`src/rtl/blo_pkg.sv`:
```
// Package for the bounded ordered list: sizes, codes, request and response types,
// and the command/status structs between controller and datapath. No dependencies.
`default_nettype none
package blo_pkg;

    localparam int DEPTH  = 16;
    localparam int DATA_W = 32;
    localparam int IDX_W  = $clog2(DEPTH);
    localparam int CNT_W  = 5;
    localparam int CAP_W  = 5;

    localparam logic [2:0] CMD_ADD    = 3'd0;
    localparam logic [2:0] CMD_REMOVE = 3'd1;
    localparam logic [2:0] CMD_LOOKUP = 3'd2;
    localparam logic [2:0] CMD_READ   = 3'd3;
    localparam logic [2:0] CMD_CLEAR  = 3'd4;

    localparam logic [1:0] ST_OK       = 2'd0;
    localparam logic [1:0] ST_FULL     = 2'd1;
    localparam logic [1:0] ST_NOTFOUND = 2'd2;
    localparam logic [1:0] ST_RANGE    = 2'd3;

    localparam logic [1:0] RD_IDX  = 2'd0;
    localparam logic [1:0] RD_NEXT = 2'd1;
    localparam logic [1:0] RD_POS  = 2'd2;

    typedef struct packed {
        logic [2:0]        cmd;
        logic [DATA_W-1:0] value;
        logic [3:0]        position;
    } req_t;

    typedef struct packed {
        logic [1:0]        status;
        logic              hit;
        logic [DATA_W-1:0] read_value;
        logic [CNT_W-1:0]  count;
        logic              is_full;
        logic              is_empty;
    } rsp_t;

    typedef struct packed {
        logic       load;
        logic       rd_en;
        logic [1:0] rd_sel;
        logic       wr_tail;
        logic       wr_shift;
        logic       idx_inc;
        logic       cnt_inc;
        logic       cnt_dec;
        logic       cnt_clr;
        logic       out_load;
        logic [1:0] out_status;
        logic       out_hit;
        logic       out_rd;
    } blo_cmd_t;

    typedef struct packed {
        logic [2:0] cmd;
        logic       full;
        logic       pos_ok;
        logic       empty;
        logic       match;
        logic       last;
        logic       out_free;
    } blo_sts_t;

endpackage
`default_nettype wire

```
`src/rtl/blo_datapath.sv`:
```
// Datapath of the bounded ordered list: request register, entry memory, scan index,
// entry count, capacity register and response register. Uses blo_pkg.
`default_nettype none
module blo_datapath (
    input  wire logic              clk,
    input  wire logic              rst_n,
    input  blo_pkg::req_t          req_data,
    input  wire logic              cfg_valid,
    input  wire logic [blo_pkg::CAP_W-1:0] cfg_data,
    input  blo_pkg::blo_cmd_t      cmd,
    output blo_pkg::blo_sts_t      sts,
    output wire logic              rsp_valid,
    input  wire logic              rsp_stall,
    output blo_pkg::rsp_t          rsp_data
);
    import blo_pkg::*;

    logic [DATA_W-1:0] mem [DEPTH];
    req_t              req_reg;
    logic [IDX_W-1:0]  idx_reg;
    logic [CNT_W-1:0]  count_reg, count_next;
    logic [CAP_W-1:0]  capacity_reg;
    logic [DATA_W-1:0] rd_data_reg;
    logic              out_valid_reg;
    rsp_t              out_reg;
    logic [CNT_W-1:0]  cap_eff;
    logic [IDX_W-1:0]  rd_addr, wr_addr;
    logic [CNT_W-1:0]  idx_plus;

    assign cap_eff  = (capacity_reg > CAP_W'(DEPTH)) ? CNT_W'(DEPTH) : CNT_W'(capacity_reg);
    assign idx_plus = CNT_W'(idx_reg) + CNT_W'(1);

    always_comb
    begin
        count_next = count_reg;
        if (cmd.cnt_clr)
            count_next = '0;
        else if (cmd.cnt_inc)
            count_next = count_reg + CNT_W'(1);
        else if (cmd.cnt_dec)
            count_next = count_reg - CNT_W'(1);
    end

    always_comb
    begin
        case (cmd.rd_sel)
            RD_NEXT: rd_addr = idx_plus[IDX_W-1:0];
            RD_POS:  rd_addr = req_reg.position[IDX_W-1:0];
            default: rd_addr = idx_reg;
        endcase
        wr_addr = cmd.wr_tail ? count_reg[IDX_W-1:0] : idx_reg;
    end

    always_ff @(posedge clk)
    begin
        if (cmd.wr_tail)
            mem[wr_addr] <= req_reg.value;
        else if (cmd.wr_shift)
            mem[wr_addr] <= rd_data_reg;
        if (cmd.rd_en)
            rd_data_reg <= mem[rd_addr];
        if (cmd.load)
            req_reg <= req_data;
        if (cmd.out_load)
        begin
            out_reg.status     <= cmd.out_status;
            out_reg.hit        <= cmd.out_hit;
            out_reg.read_value <= cmd.out_rd ? rd_data_reg : '0;
            out_reg.count      <= count_next;
            out_reg.is_full    <= (count_next >= cap_eff);
            out_reg.is_empty   <= (count_next == '0);
        end
    end

    always_ff @(posedge clk or negedge rst_n)
    begin
        if (!rst_n)
        begin
            idx_reg       <= '0;
            count_reg     <= '0;
            capacity_reg  <= CAP_W'(1);
            out_valid_reg <= 1'b0;
        end
        else
        begin
            if (cmd.load)
                idx_reg <= '0;
            else if (cmd.idx_inc)
                idx_reg <= idx_reg + IDX_W'(1);
            count_reg <= count_next;
            if (cfg_valid)
                capacity_reg <= cfg_data;
            if (cmd.out_load)
                out_valid_reg <= 1'b1;
            else if (!rsp_stall)
                out_valid_reg <= 1'b0;
        end
    end

    assign sts.cmd      = req_reg.cmd;
    assign sts.full     = (count_reg >= cap_eff);
    assign sts.pos_ok   = (CNT_W'(req_reg.position) < count_reg);
    assign sts.empty    = (count_reg == '0);
    assign sts.match    = (rd_data_reg == req_reg.value);
    assign sts.last     = (idx_plus >= count_reg);
    assign sts.out_free = !out_valid_reg || !rsp_stall;

    assign rsp_valid = out_valid_reg;
    assign rsp_data  = out_reg;

endmodule
`default_nettype wire

```
`src/rtl/blo_controller.sv`:
```
// Controller state machine of the bounded ordered list: sequences add, scan,
// close-up, read and clear over the datapath. Uses blo_pkg.
`default_nettype none
module blo_controller (
    input  wire logic          clk,
    input  wire logic          rst_n,
    input  wire logic          req_valid,
    output wire logic          req_stall,
    input  blo_pkg::blo_sts_t  sts,
    output blo_pkg::blo_cmd_t  cmd
);
    import blo_pkg::*;

    localparam logic [2:0] S_IDLE     = 3'd0;
    localparam logic [2:0] S_EXEC     = 3'd1;
    localparam logic [2:0] S_READ     = 3'd2;
    localparam logic [2:0] S_SCAN_RD  = 3'd3;
    localparam logic [2:0] S_SCAN_CMP = 3'd4;
    localparam logic [2:0] S_SHIFT_RD = 3'd5;
    localparam logic [2:0] S_SHIFT_WR = 3'd6;

    logic [2:0] state_reg, state_next;

    assign req_stall = (state_reg != S_IDLE);

    always_comb
    begin
        cmd        = '0;
        cmd.rd_sel = RD_IDX;
        state_next = state_reg;
        case (state_reg)
            S_IDLE:
            begin
                if (req_valid)
                begin
                    cmd.load   = 1'b1;
                    state_next = S_EXEC;
                end
            end
            S_EXEC:
            begin
                case (sts.cmd)
                    CMD_ADD:
                    begin
                        if (sts.out_free)
                        begin
                            cmd.out_load = 1'b1;
                            if (sts.full)
                                cmd.out_status = ST_FULL;
                            else
                            begin
                                cmd.wr_tail = 1'b1;
                                cmd.cnt_inc = 1'b1;
                            end
                            state_next = S_IDLE;
                        end
                    end
                    CMD_REMOVE, CMD_LOOKUP:
                    begin
                        if (!sts.empty)
                            state_next = S_SCAN_RD;
                        else if (sts.out_free)
                        begin
                            cmd.out_load   = 1'b1;
                            cmd.out_status = ST_NOTFOUND;
                            state_next     = S_IDLE;
                        end
                    end
                    CMD_READ:
                    begin
                        if (sts.pos_ok)
                        begin
                            cmd.rd_en  = 1'b1;
                            cmd.rd_sel = RD_POS;
                            state_next = S_READ;
                        end
                        else if (sts.out_free)
                        begin
                            cmd.out_load   = 1'b1;
                            cmd.out_status = ST_RANGE;
                            state_next     = S_IDLE;
                        end
                    end
                    CMD_CLEAR:
                    begin
                        if (sts.out_free)
                        begin
                            cmd.cnt_clr  = 1'b1;
                            cmd.out_load = 1'b1;
                            state_next   = S_IDLE;
                        end
                    end
                    default:
                    begin
                        if (sts.out_free)
                        begin
                            cmd.out_load = 1'b1;
                            state_next   = S_IDLE;
                        end
                    end
                endcase
            end
            S_READ:
            begin
                if (sts.out_free)
                begin
                    cmd.out_load = 1'b1;
                    cmd.out_rd   = 1'b1;
                    state_next   = S_IDLE;
                end
            end
            S_SCAN_RD:
            begin
                cmd.rd_en  = 1'b1;
                state_next = S_SCAN_CMP;
            end
            S_SCAN_CMP:
            begin
                if (sts.match)
                begin
                    if (sts.cmd == CMD_REMOVE)
                        state_next = S_SHIFT_RD;
                    else if (sts.out_free)
                    begin
                        cmd.out_load = 1'b1;
                        cmd.out_hit  = 1'b1;
                        state_next   = S_IDLE;
                    end
                end
                else if (sts.last)
                begin
                    if (sts.out_free)
                    begin
                        cmd.out_load   = 1'b1;
                        cmd.out_status = ST_NOTFOUND;
                        state_next     = S_IDLE;
                    end
                end
                else
                begin
                    cmd.idx_inc = 1'b1;
                    state_next  = S_SCAN_RD;
                end
            end
            S_SHIFT_RD:
            begin
                if (sts.last)
                begin
                    if (sts.out_free)
                    begin
                        cmd.cnt_dec  = 1'b1;
                        cmd.out_load = 1'b1;
                        cmd.out_hit  = 1'b1;
                        state_next   = S_IDLE;
                    end
                end
                else
                begin
                    cmd.rd_en  = 1'b1;
                    cmd.rd_sel = RD_NEXT;
                    state_next = S_SHIFT_WR;
                end
            end
            S_SHIFT_WR:
            begin
                cmd.wr_shift = 1'b1;
                cmd.idx_inc  = 1'b1;
                state_next   = S_SHIFT_RD;
            end
            default:
            begin
                state_next = S_IDLE;
            end
        endcase
    end

    always_ff @(posedge clk or negedge rst_n)
    begin
        if (!rst_n)
            state_reg <= S_IDLE;
        else
            state_reg <= state_next;
    end

endmodule
`default_nettype wire

```
`src/rtl/bounded_ordered_list.sv`:
```
// Top level of the bounded ordered list: controller plus datapath.
// Depends on blo_pkg, blo_controller and blo_datapath.
//
//   channel  direction  handshake            payload
//   req      in         req_valid/req_stall  blo_pkg::req_t
//   rsp      out        rsp_valid/rsp_stall  blo_pkg::rsp_t
//   cfg      in         cfg_valid/cfg_ready  capacity, 5 bits
//
// One request at a time. An in-range read first reads the entry at its position.
// Lookup and remove scan the entries from entry 0 to the first match or the last entry;
// remove then closes the gap, reading each later entry and writing it one place down.
// Reset empties the list and sets capacity to 1.
// A stalled response holds the next finished result in its last state.
`default_nettype none
module bounded_ordered_list (
    input  wire logic                      clk,
    input  wire logic                      rst_n,
    input  wire logic                      req_valid,
    output wire logic                      req_stall,
    input  blo_pkg::req_t                  req_data,
    output wire logic                      rsp_valid,
    input  wire logic                      rsp_stall,
    output blo_pkg::rsp_t                  rsp_data,
    input  wire logic                      cfg_valid,
    output wire logic                      cfg_ready,
    input  wire logic [blo_pkg::CAP_W-1:0] cfg_data
);
    import blo_pkg::*;

    blo_cmd_t cmd;
    blo_sts_t sts;

    assign cfg_ready = 1'b1;

    blo_controller u_ctrl (
        .clk       (clk),
        .rst_n     (rst_n),
        .req_valid (req_valid),
        .req_stall (req_stall),
        .sts       (sts),
        .cmd       (cmd)
    );

    blo_datapath u_dp (
        .clk       (clk),
        .rst_n     (rst_n),
        .req_data  (req_data),
        .cfg_valid (cfg_valid),
        .cfg_data  (cfg_data),
        .cmd       (cmd),
        .sts       (sts),
        .rsp_valid (rsp_valid),
        .rsp_stall (rsp_stall),
        .rsp_data  (rsp_data)
    );

endmodule
`default_nettype wire

```
`config.mk`:
```
export PLATFORM = sky130hd
export DESIGN_NAME = bounded_ordered_list
export DESIGN_NICKNAME = d
export VERILOG_FILES = /design/src/rtl/blo_pkg.sv /design/src/rtl/blo_datapath.sv /design/src/rtl/blo_controller.sv /design/src/rtl/bounded_ordered_list.sv
export SDC_FILE = /design/constraint.sdc
export NUM_CORES = 1
export LEC_CHECK = 0
export ABC_CLOCK_PERIOD_IN_PS = 8500
export CELL_PAD_IN_SITES_DETAIL_PLACEMENT = 1
export CELL_PAD_IN_SITES_GLOBAL_PLACEMENT = 1
export CORE_UTILIZATION = 44
export CTS_CLUSTER_DIAMETER = 120
export DETAILED_ROUTE_END_ITERATION = 12
export DONT_BUFFER_PORTS = 1
export MAX_ROUTING_LAYER = met4
export PLACE_DENSITY = 0.77
export SETUP_SLACK_MARGIN = 0.5
export SYNTH_ARGS = -nofsm -noshare
export SYNTH_HDL_FRONTEND = slang
export SYNTH_SLANG_ARGS = --single-unit
```
`constraint.sdc`:
```
create_clock -name clk -period 8.5 [get_ports clk]
set_input_delay 0.425 -clock clk [delete_from_list [all_inputs] [get_ports clk]]
set_output_delay 0.425 -clock clk [all_outputs]
set_load 0.05 [all_outputs]
```
==> results of run 1 <==
==> cell type report <==
| type | count | area [µm²] |
|---|---|---|
| diodes | 1 | 2.50 |
| clock buffers | 80 | 1790 |
| clock inverters | 40 | 362 |
| fillers | 5145 | 27600 |
| inverters | 16 | 60.1 |
| multi-input cells | 617 | 6110 |
| flip-flops and latches | 643 | 19200 |
| well taps | 756 | 946 |
| repair buffers | 76 | 698 |
==> metal layers <==
| metal | wire [µm] | global-route usage |
|---|---|---|
| met5 | 0 | - |
| met4 | 2180 | 0.0827 |
| met3 | 4750 | 0.0428 |
| met2 | 32600 | 0.375 |
| met1 | 25900 | 0.297 |
==> what timing repair did <==
action / CTS / global route
setup buffers: 0 / 0
hold buffers: 46 / 0
hold endpoints to repair: 62 / 0
==> per-stage QoR <==
step | util | total power, mW | std cells | setup slack, ns | instance area (µm²)
after CTS | 0.514 | 9.18 | 2228 | 3.01 | 29200
after detailed placement | 0.468 | 6.27 | 2062 | 3.04 | 26600
after floorplan | - | 5.70 | 1336 | 3.93 | 25500
after global placement | 0.468 | 6.19 | 2062 | 3.21 | 26600
final | 0.514 | 9.10 | 2229 | 3.11 | 29200
after global routing | 0.514 | 9.42 | 2229 | 2.59 | 29200
==> cells by family after synthesis <==
| group | after synthesis |
|---|---|
| other cells | 1 |
| flops | 643 |
| mux | 135 |
| compound gates | 130 |
| buf+inv | 76 |
| fa+ha+maj | 24 |
| xor+xnor | 39 |
| simple gates | 288 |
==> worst max-delay path, stage by stage (launching register included) <==
cell	delay, ns
dfrtp_1	0.57
ha_1	0.32
xor2_1	0.17
ha_1	0.27
a21oi_1	0.12
o21ai_0	0.11
a31oi_2	0.41
and3_1	0.26
inv_1	0.05
ha_1	0.22
a221o_1	0.38
o21ai_4	0.07
buf_4	0.41
buf_4	0.75
mux4_2	0.61
a22oi_1	0.25
nand2_1	0.09
==> Yosys cell counts (3+ instances only) <==
cell	number
a21oi_1	13
ha_1	24
inv_1	16
and2_1	35
xnor2_1	37
nor2b_1	7
buf_1	8
a22oi_1	65
clkbuf_1	30
edfxtp_1	625
nand2_1	152
buf_2	11
nor4_1	3
nand2b_1	3
nand3_1	8
nor3_1	8
a31oi_1	9
mux4_2	128
o21ai_0	14
buf_4	11
nand4_1	12
dfrtp_1	17
nor2_1	41
or3_1	4
nand3b_1	3
mux2_2	5
==> power groups by stage <==
stage,clock network (mW),registers (mW),logic [mW]
after detailed placement,0,4.65,1.62
after CTS,2.94,4.59,1.65
after floorplan,0,4.54,1.16
final,2.89,4.58,1.63
after global placement,0,4.64,1.55
after global routing,3.03,4.61,1.78
==> worst paths after layout <==
path / startpoint / endpoint / slack, ns
worst max-delay path: u_dp.idx_reg[0]$_DFFE_PN0P_ / u_dp.rd_data_reg[3]$_DFFE_PP_ / 3.11
worst min-delay path: req_valid / u_ctrl.state_reg[0]$_DFFE_PN0P_ / 0.05
worst max register to register: u_dp.idx_reg[0]$_DFFE_PN0P_ / u_dp.rd_data_reg[3]$_DFFE_PP_ / 3.11
worst min register to register: u_dp.capacity_reg[2]$_DFFE_PN0P_ / u_dp.capacity_reg[2]$_DFFE_PN0P_ / 0.51
max in group asynchronous: rst_n / u_dp.idx_reg[2]$_DFFE_PN0P_ / 7.38
min in group asynchronous: rst_n / u_dp.idx_reg[0]$_DFFE_PN0P_ / 0.47
==> impl_metrics.env, run 1 <==
export IMPL_final_nets=1494
export IMPL_insertion_delay_ns=0.62
export IMPL_grt_overflow=0
export IMPL_fmax_mhz=186
export IMPL_rsz0062_at_grt="false"
export IMPL_clk_pin_slew_ns=0.06
export IMPL_die_w_um=243
export IMPL_final_period_utilization=0.634
export IMPL_ys_ff_latch=643
export IMPL_syn_cell_area_mm2=0.0255
export IMPL_synth_edf_count=625
export IMPL_power_density_mw_per_mm2=312
export IMPL_final_antenna_net_count=0
export IMPL_fin_skew_ns=0.0307
export IMPL_cts_htree_levels=3
export IMPL_slew_headroom=0.284
export IMPL_cts_sinks=643
export IMPL_port_buffers=0
export IMPL_wl_per_cell_um=29.3
export IMPL_timing_final_hold_violations=0
export IMPL_async_flop_share=0.0280
export IMPL_synth_top_area_share=0.737
export IMPL_synth_nets=1409
export IMPL_worst_slew_pin_slew_ns=1.07
export IMPL_switching_share=0.312
export IMPL_synth_top_family_by_area="multiplexers"
export IMPL_pwr_share_clk=0.317
export IMPL_drive_above_1_share=0.204
export IMPL_synth_area_leaders="edfxtp_1 74%, mux4_2 11%, nand2_1 2.2%"
export IMPL_whs_ns=0.0515
export IMPL_routed_wl_um=65400
export IMPL_period_minus_slack_ns=5.39
export IMPL_die_area_mm2=0.0589
export IMPL_synthAdderAreaFrac=0.0118
export IMPL_synth_mux_area_frac=0.116
export IMPL_hold_depth=2
export IMPL_cts_tree="built"
export IMPL_synth_cells=1336
export IMPL_num_rows=87
export IMPL_dr_pass1_iters=5
export IMPL_pwr_share_seq=0.504
export IMPL_final_common_cell="edfxtp_1"
export IMPL_crit_fanout=43
export IMPL_setup_violations=0
export IMPL_route_detailed_drc=0
export IMPL_gp_congestion=0.772
export IMPL_avgSynthCellArea_um2=19.1
export IMPL_cts_root_buf="clkbuf_16"
export IMPL_slew_viol_final=0
export IMPL_p_int_mw=6.26
export IMPL_antenna_found_initial=2
export IMPL_synthSimpleGateAreaFrac=0.0526
export IMPL_ys_warn_count=0
export IMPL_worstPathRequired_ns=8.85
export IMPL_p_switching_mw=2.84
export IMPL_io_pins=94
export IMPL_setup_tns_ns=0
export IMPL_coreArea_mm2=0.0568
export IMPL_hpwl_um=35000
export IMPL_dr_total_vias=13300
export IMPL_grtUsageTotal=0.233
export IMPL_irDropWorstVdd_mv=0.287
export IMPL_cts_resized_gates=0
export IMPL_drt_initial_drc_count=1350
export IMPL_via_per_inst=5.95
export IMPL_pwr_share_comb=0.179
export IMPL_status="finished clean"
export IMPL_initial_core_util=0.448
export IMPL_worstPathArrival_ns=5.74
export IMPL_largest_reg_flops=512
export IMPL_holdCritPathClass="input pin to register"
export IMPL_synth_seq_area_share=0.754
export IMPL_ys_types=61
export IMPL_final_cell_mix="625 x edfxtp_1, 152 x nand2_1, 128 x mux4_2, 69 x clkbuf_16, 65 x a22oi_1"
export IMPL_grt_pass1_vias=14100
export IMPL_critical_path_class="register to register"
export IMPL_die_h_um=243
export IMPL_worst_setup_path_end_kind="register"
export IMPL_synth_top_cell_by_area="edfxtp_1"
export IMPL_start_kind="register"
export IMPL_area_growth_pct=14.6
export IMPL_clk_path_buf_depth=3
export IMPL_grt_max_degree=129
export IMPL_cts_buffers=67
export IMPL_synth_xor_area_share=0.0134
export IMPL_p_leak_nw=9.67
export IMPL_grt_pass1_wl_um=95400
export IMPL_dominantRegCellSynth="edfxtp_1"
export IMPL_rr_worst_depth=16
export IMPL_cap_violations=0
export IMPL_synth_compound_area_frac=0.0381
No activity file was read; power rests on OpenSTA's default activity.
==> run 2: changes to the inputs <==
--- a/config.mk
+++ b/config.mk
@@ -5,7 +5,8 @@
 export SDC_FILE = /design/constraint.sdc
 export NUM_CORES = 1
 export LEC_CHECK = 0
-export ABC_CLOCK_PERIOD_IN_PS = 8500
+export ABC_AREA = 1
+export ABC_CLOCK_PERIOD_IN_PS = 4700
 export CELL_PAD_IN_SITES_DETAIL_PLACEMENT = 1
 export CELL_PAD_IN_SITES_GLOBAL_PLACEMENT = 1
 export CORE_UTILIZATION = 44
@@ -13,7 +14,7 @@
 export DETAILED_ROUTE_END_ITERATION = 12
 export DONT_BUFFER_PORTS = 1
 export MAX_ROUTING_LAYER = met4
-export PLACE_DENSITY = 0.77
+export PLACE_DENSITY = 0.83
 export SETUP_SLACK_MARGIN = 0.5
 export SYNTH_ARGS = -nofsm -noshare
 export SYNTH_HDL_FRONTEND = slang
==> constraint.sdc (replaced) <==
create_clock -name clk -period 4.7 [get_ports clk]
set_input_delay 0.235 -clock clk [delete_from_list [all_inputs] [get_ports clk]]
set_output_delay 0.235 -clock clk [all_outputs]
set_load 0.05 [all_outputs]
==> impl_metrics.env, run 2 <==
export IMPL_status="finished clean"
export IMPL_worstPathRequired_ns=4.98
export IMPL_path_cells="o41ai_2 > nand2_1 > ha_1 > a21oi_1 > o21a_1 > nand3_1 > o21ai_0 > nand3_1 > nor2_4 > buf_4"
export IMPL_routed_wl_um=92400
export IMPL_synth_cells=2226
export IMPL_yosysMostFrequentCell="edfxtp_1"
export IMPL_grt_pass1_vias=20300
export IMPL_crit_fanout=23
export IMPL_worst_setup_path_end_kind="register"
export IMPL_postLayoutCellArea_mm2=0.0313
export IMPL_slew_headroom=0.108
export IMPL_syn_cell_area_mm2=0.0271
export IMPL_timing_final_hold_violations=0
export IMPL_route_detailed_drc=0
export IMPL_power_mw=21.2
export IMPL_placed_area_mm2=0.0284
export IMPL_setup_tns_ns=0
export IMPL_initial_core_util=0.447
export IMPL_ys_types=41
export IMPL_final_antenna_net_count=0
export IMPL_fill_cells=6095
export IMPL_coreArea_mm2=0.0606
export IMPL_cts_tree="built"
export IMPL_die_h_um=250
export IMPL_cts_root_buf="clkbuf_16"
export IMPL_avgSynthCellArea_um2=12.2
export IMPL_cp_top_family="compound AO/OA/AOI/OAI gates"
export IMPL_synth_common_cells="625 x edfxtp_1, 351 x nand2_1, 239 x inv_1"
export IMPL_via_per_inst=6.34
export IMPL_period_minus_slack_ns=4.33
export IMPL_cts_sinks=643
export IMPL_drive_above_1_share=0.0972
export IMPL_start_kind="register"
export IMPL_slew_viol_final=0
export IMPL_async_flop_share=0.0280
export IMPL_synth_top_cell_by_area="edfxtp_1"
export IMPL_drt_initial_drc_count=2686
export IMPL_power_density_mw_per_mm2=678
export IMPL_p_leak_nw=11.3
export IMPL_dominantRegCellSynth="edfxtp_1"
export IMPL_cap_violations=0
export IMPL_setup_violations=0
export IMPL_dr_pass1_iters=6
export IMPL_synth_area_leaders="edfxtp_1 69%, o211ai_1 5.2%, nand2_1 4.9%"
export IMPL_antenna_found_initial=0
export IMPL_area_growth_pct=15.3
export IMPL_port_buffers=0
export IMPL_critical_path_class="register to register"
export IMPL_synth_nets=2299
export IMPL_final_nets=2377
export IMPL_fin_skew_ns=0.0248
export IMPL_gp_congestion=0.911
export IMPL_cp_common_cell="nand3_1"
export IMPL_synth_seq_area_share=0.709
export IMPL_final_common_cell="edfxtp_1"
export IMPL_cts_htree_levels=2
export IMPL_wl_per_cell_um=29.5
export IMPL_diodes=0
export IMPL_ys_warn_count=0
export IMPL_hpwl_um=49600
export IMPL_holdCritPathClass="input pin to register"
export IMPL_die_w_um=250
export IMPL_die_area_mm2=0.0626
export IMPL_final_period_utilization=0.921
export IMPL_clk_pin_slew_ns=0.07
export IMPL_largest_reg_flops=512
export IMPL_grtUsageTotal=0.290
export IMPL_dr_total_vias=19900
export IMPL_critPathBufInv=1
export IMPL_irDropWorstVdd_mv=0.444
export IMPL_fmax_mhz=231
export IMPL_grt_pass1_wl_um=131000
export IMPL_r2r_slack_ns=0.37
export IMPL_final_cell_mix="625 x edfxtp_1, 351 x nand2_1, 238 x inv_1, 188 x o211ai_1, 149 x o21ai_0"
export IMPL_insertion_delay_ns=0.66
export IMPL_crit_slowest_cell="o21ai_0"
export IMPL_grt_overflow=0
export IMPL_num_rows=90
export IMPL_synth_top_area_share=0.692
export IMPL_clk_path_buf_depth=3
export IMPL_grt_max_degree=129
export IMPL_cts_buffers=61
export IMPL_critical_path_max_stage_delay_ns=0.59
export IMPL_synth_edf_count=625
export IMPL_ys_ff_latch=643
export IMPL_io_pins=94
export IMPL_rsz0062_at_grt="true"
export IMPL_worst_slew_pin_slew_ns=1.33
export IMPL_worstPathArrival_ns=4.62
## run 2: cell types whose count changed in the layout (fill, tap and decap cells not counted), sizes merged, moves of 36 or more
cell | previous run | this run
inv | 19 | 243
nand2 | 152 | 357
nor2 | 41 | 104
a21oi | 14 | 140
a22oi | 65 | 2
buf | 30 | 92
o211ai | 1 | 188
mux4 | 128 | 0
and2 | 36 | 0
o21ai | 15 | 258
nand3 | 8 | 72
## run 2: path summary, 6_finish.rpt
kind,start,endpoint,depth (start not counted)
worst max register to register,u_dp.capacity_reg[1]$_DFFE_PN0P_,u_dp.mem[2][25]$_DFFE_PP_,10
worst max-delay path,u_dp.capacity_reg[1]$_DFFE_PN0P_,u_dp.mem[2][25]$_DFFE_PP_,10
max in group asynchronous,rst_n,u_dp.idx_reg[1]$_DFFE_PN0P_,1
worst min register to register,u_dp.idx_reg[3]$_DFFE_PN0P_,u_dp.idx_reg[3]$_DFFE_PN0P_,2
worst min-delay path,req_valid,u_dp.idx_reg[1]$_DFFE_PN0P_,3
min in group asynchronous,rst_n,u_dp.count_reg[1]$_DFF_PN0_,1
## run 2: area by class of cell
| class | instances | area [µm²] | area share |
|---|---|---|---|
| clock inverter | 32 | 278 | 0.00889 |
| clock buffer | 82 | 1700 | 0.0544 |
| sequential | 643 | 19200 | 0.615 |
| tap | 782 | 978 | 0.0313 |
| multi-input combinational | 1212 | 6590 | 0.211 |
| timing repair buffer | 143 | 1560 | 0.0498 |
| inverter | 242 | 921 | 0.0295 |
| timing repair inverter | 1 | 8.76 | 0.000280 |
## run 2: worst min-delay path, delay by kind of cell
kind          cells  cell delay, ns
simple gates      3            0.43
## run 2: through the flow
stage / utilization / worst slack (ns) / hold WS [ns] / std cells
floorplan: - / 0.752 / -0.0606 / 2226
global placement: 0.470 / 0.678 / -0.0593 / 2954
detailed placement: 0.470 / 0.345 / -0.0595 / 2954
CTS: 0.511 / 0.519 / 0.00806 / 3117
global route: 0.516 / 0.357 / 0.0386 / 3137
finish: 0.516 / 0.369 / 0.0474 / 3137
## run 2: where the power goes
part           switching (mW)  internal [mW]
clock                    2.23           2.76
sequential               1.06           7.39
combinational            5.58           2.16
## run 2: cell families after synthesis
group / synth area share
XOR/XNOR: 0.00545
multiplexers: 0.00125
AND/OR/NAND/NOR: 0.0798
flip-flops: 0.709
other: 0.000138
buffers and inverters: 0.0571
adder cells (fa/ha/maj): 0.0111
AO/OA/AOI/OAI: 0.136
## run 2: timing repair
action	4_1_cts	5_1_grt
setup buffers	0	13
pin swaps	1	6
endpoints found under the hold margin	63	0
hold buffers	47	0
gates resized for setup	6	19
cloned	2	7
setup endpoints to repair	31	497
## run 2: metal layers
metal  track usage  up-vias  wire length [µm]
li1              -     8169                 -
met1         0.336     9949             33100
met2         0.476     1420             45000
met3        0.0618      347              9400
met4         0.145        0              4890
met5             -        -                 0
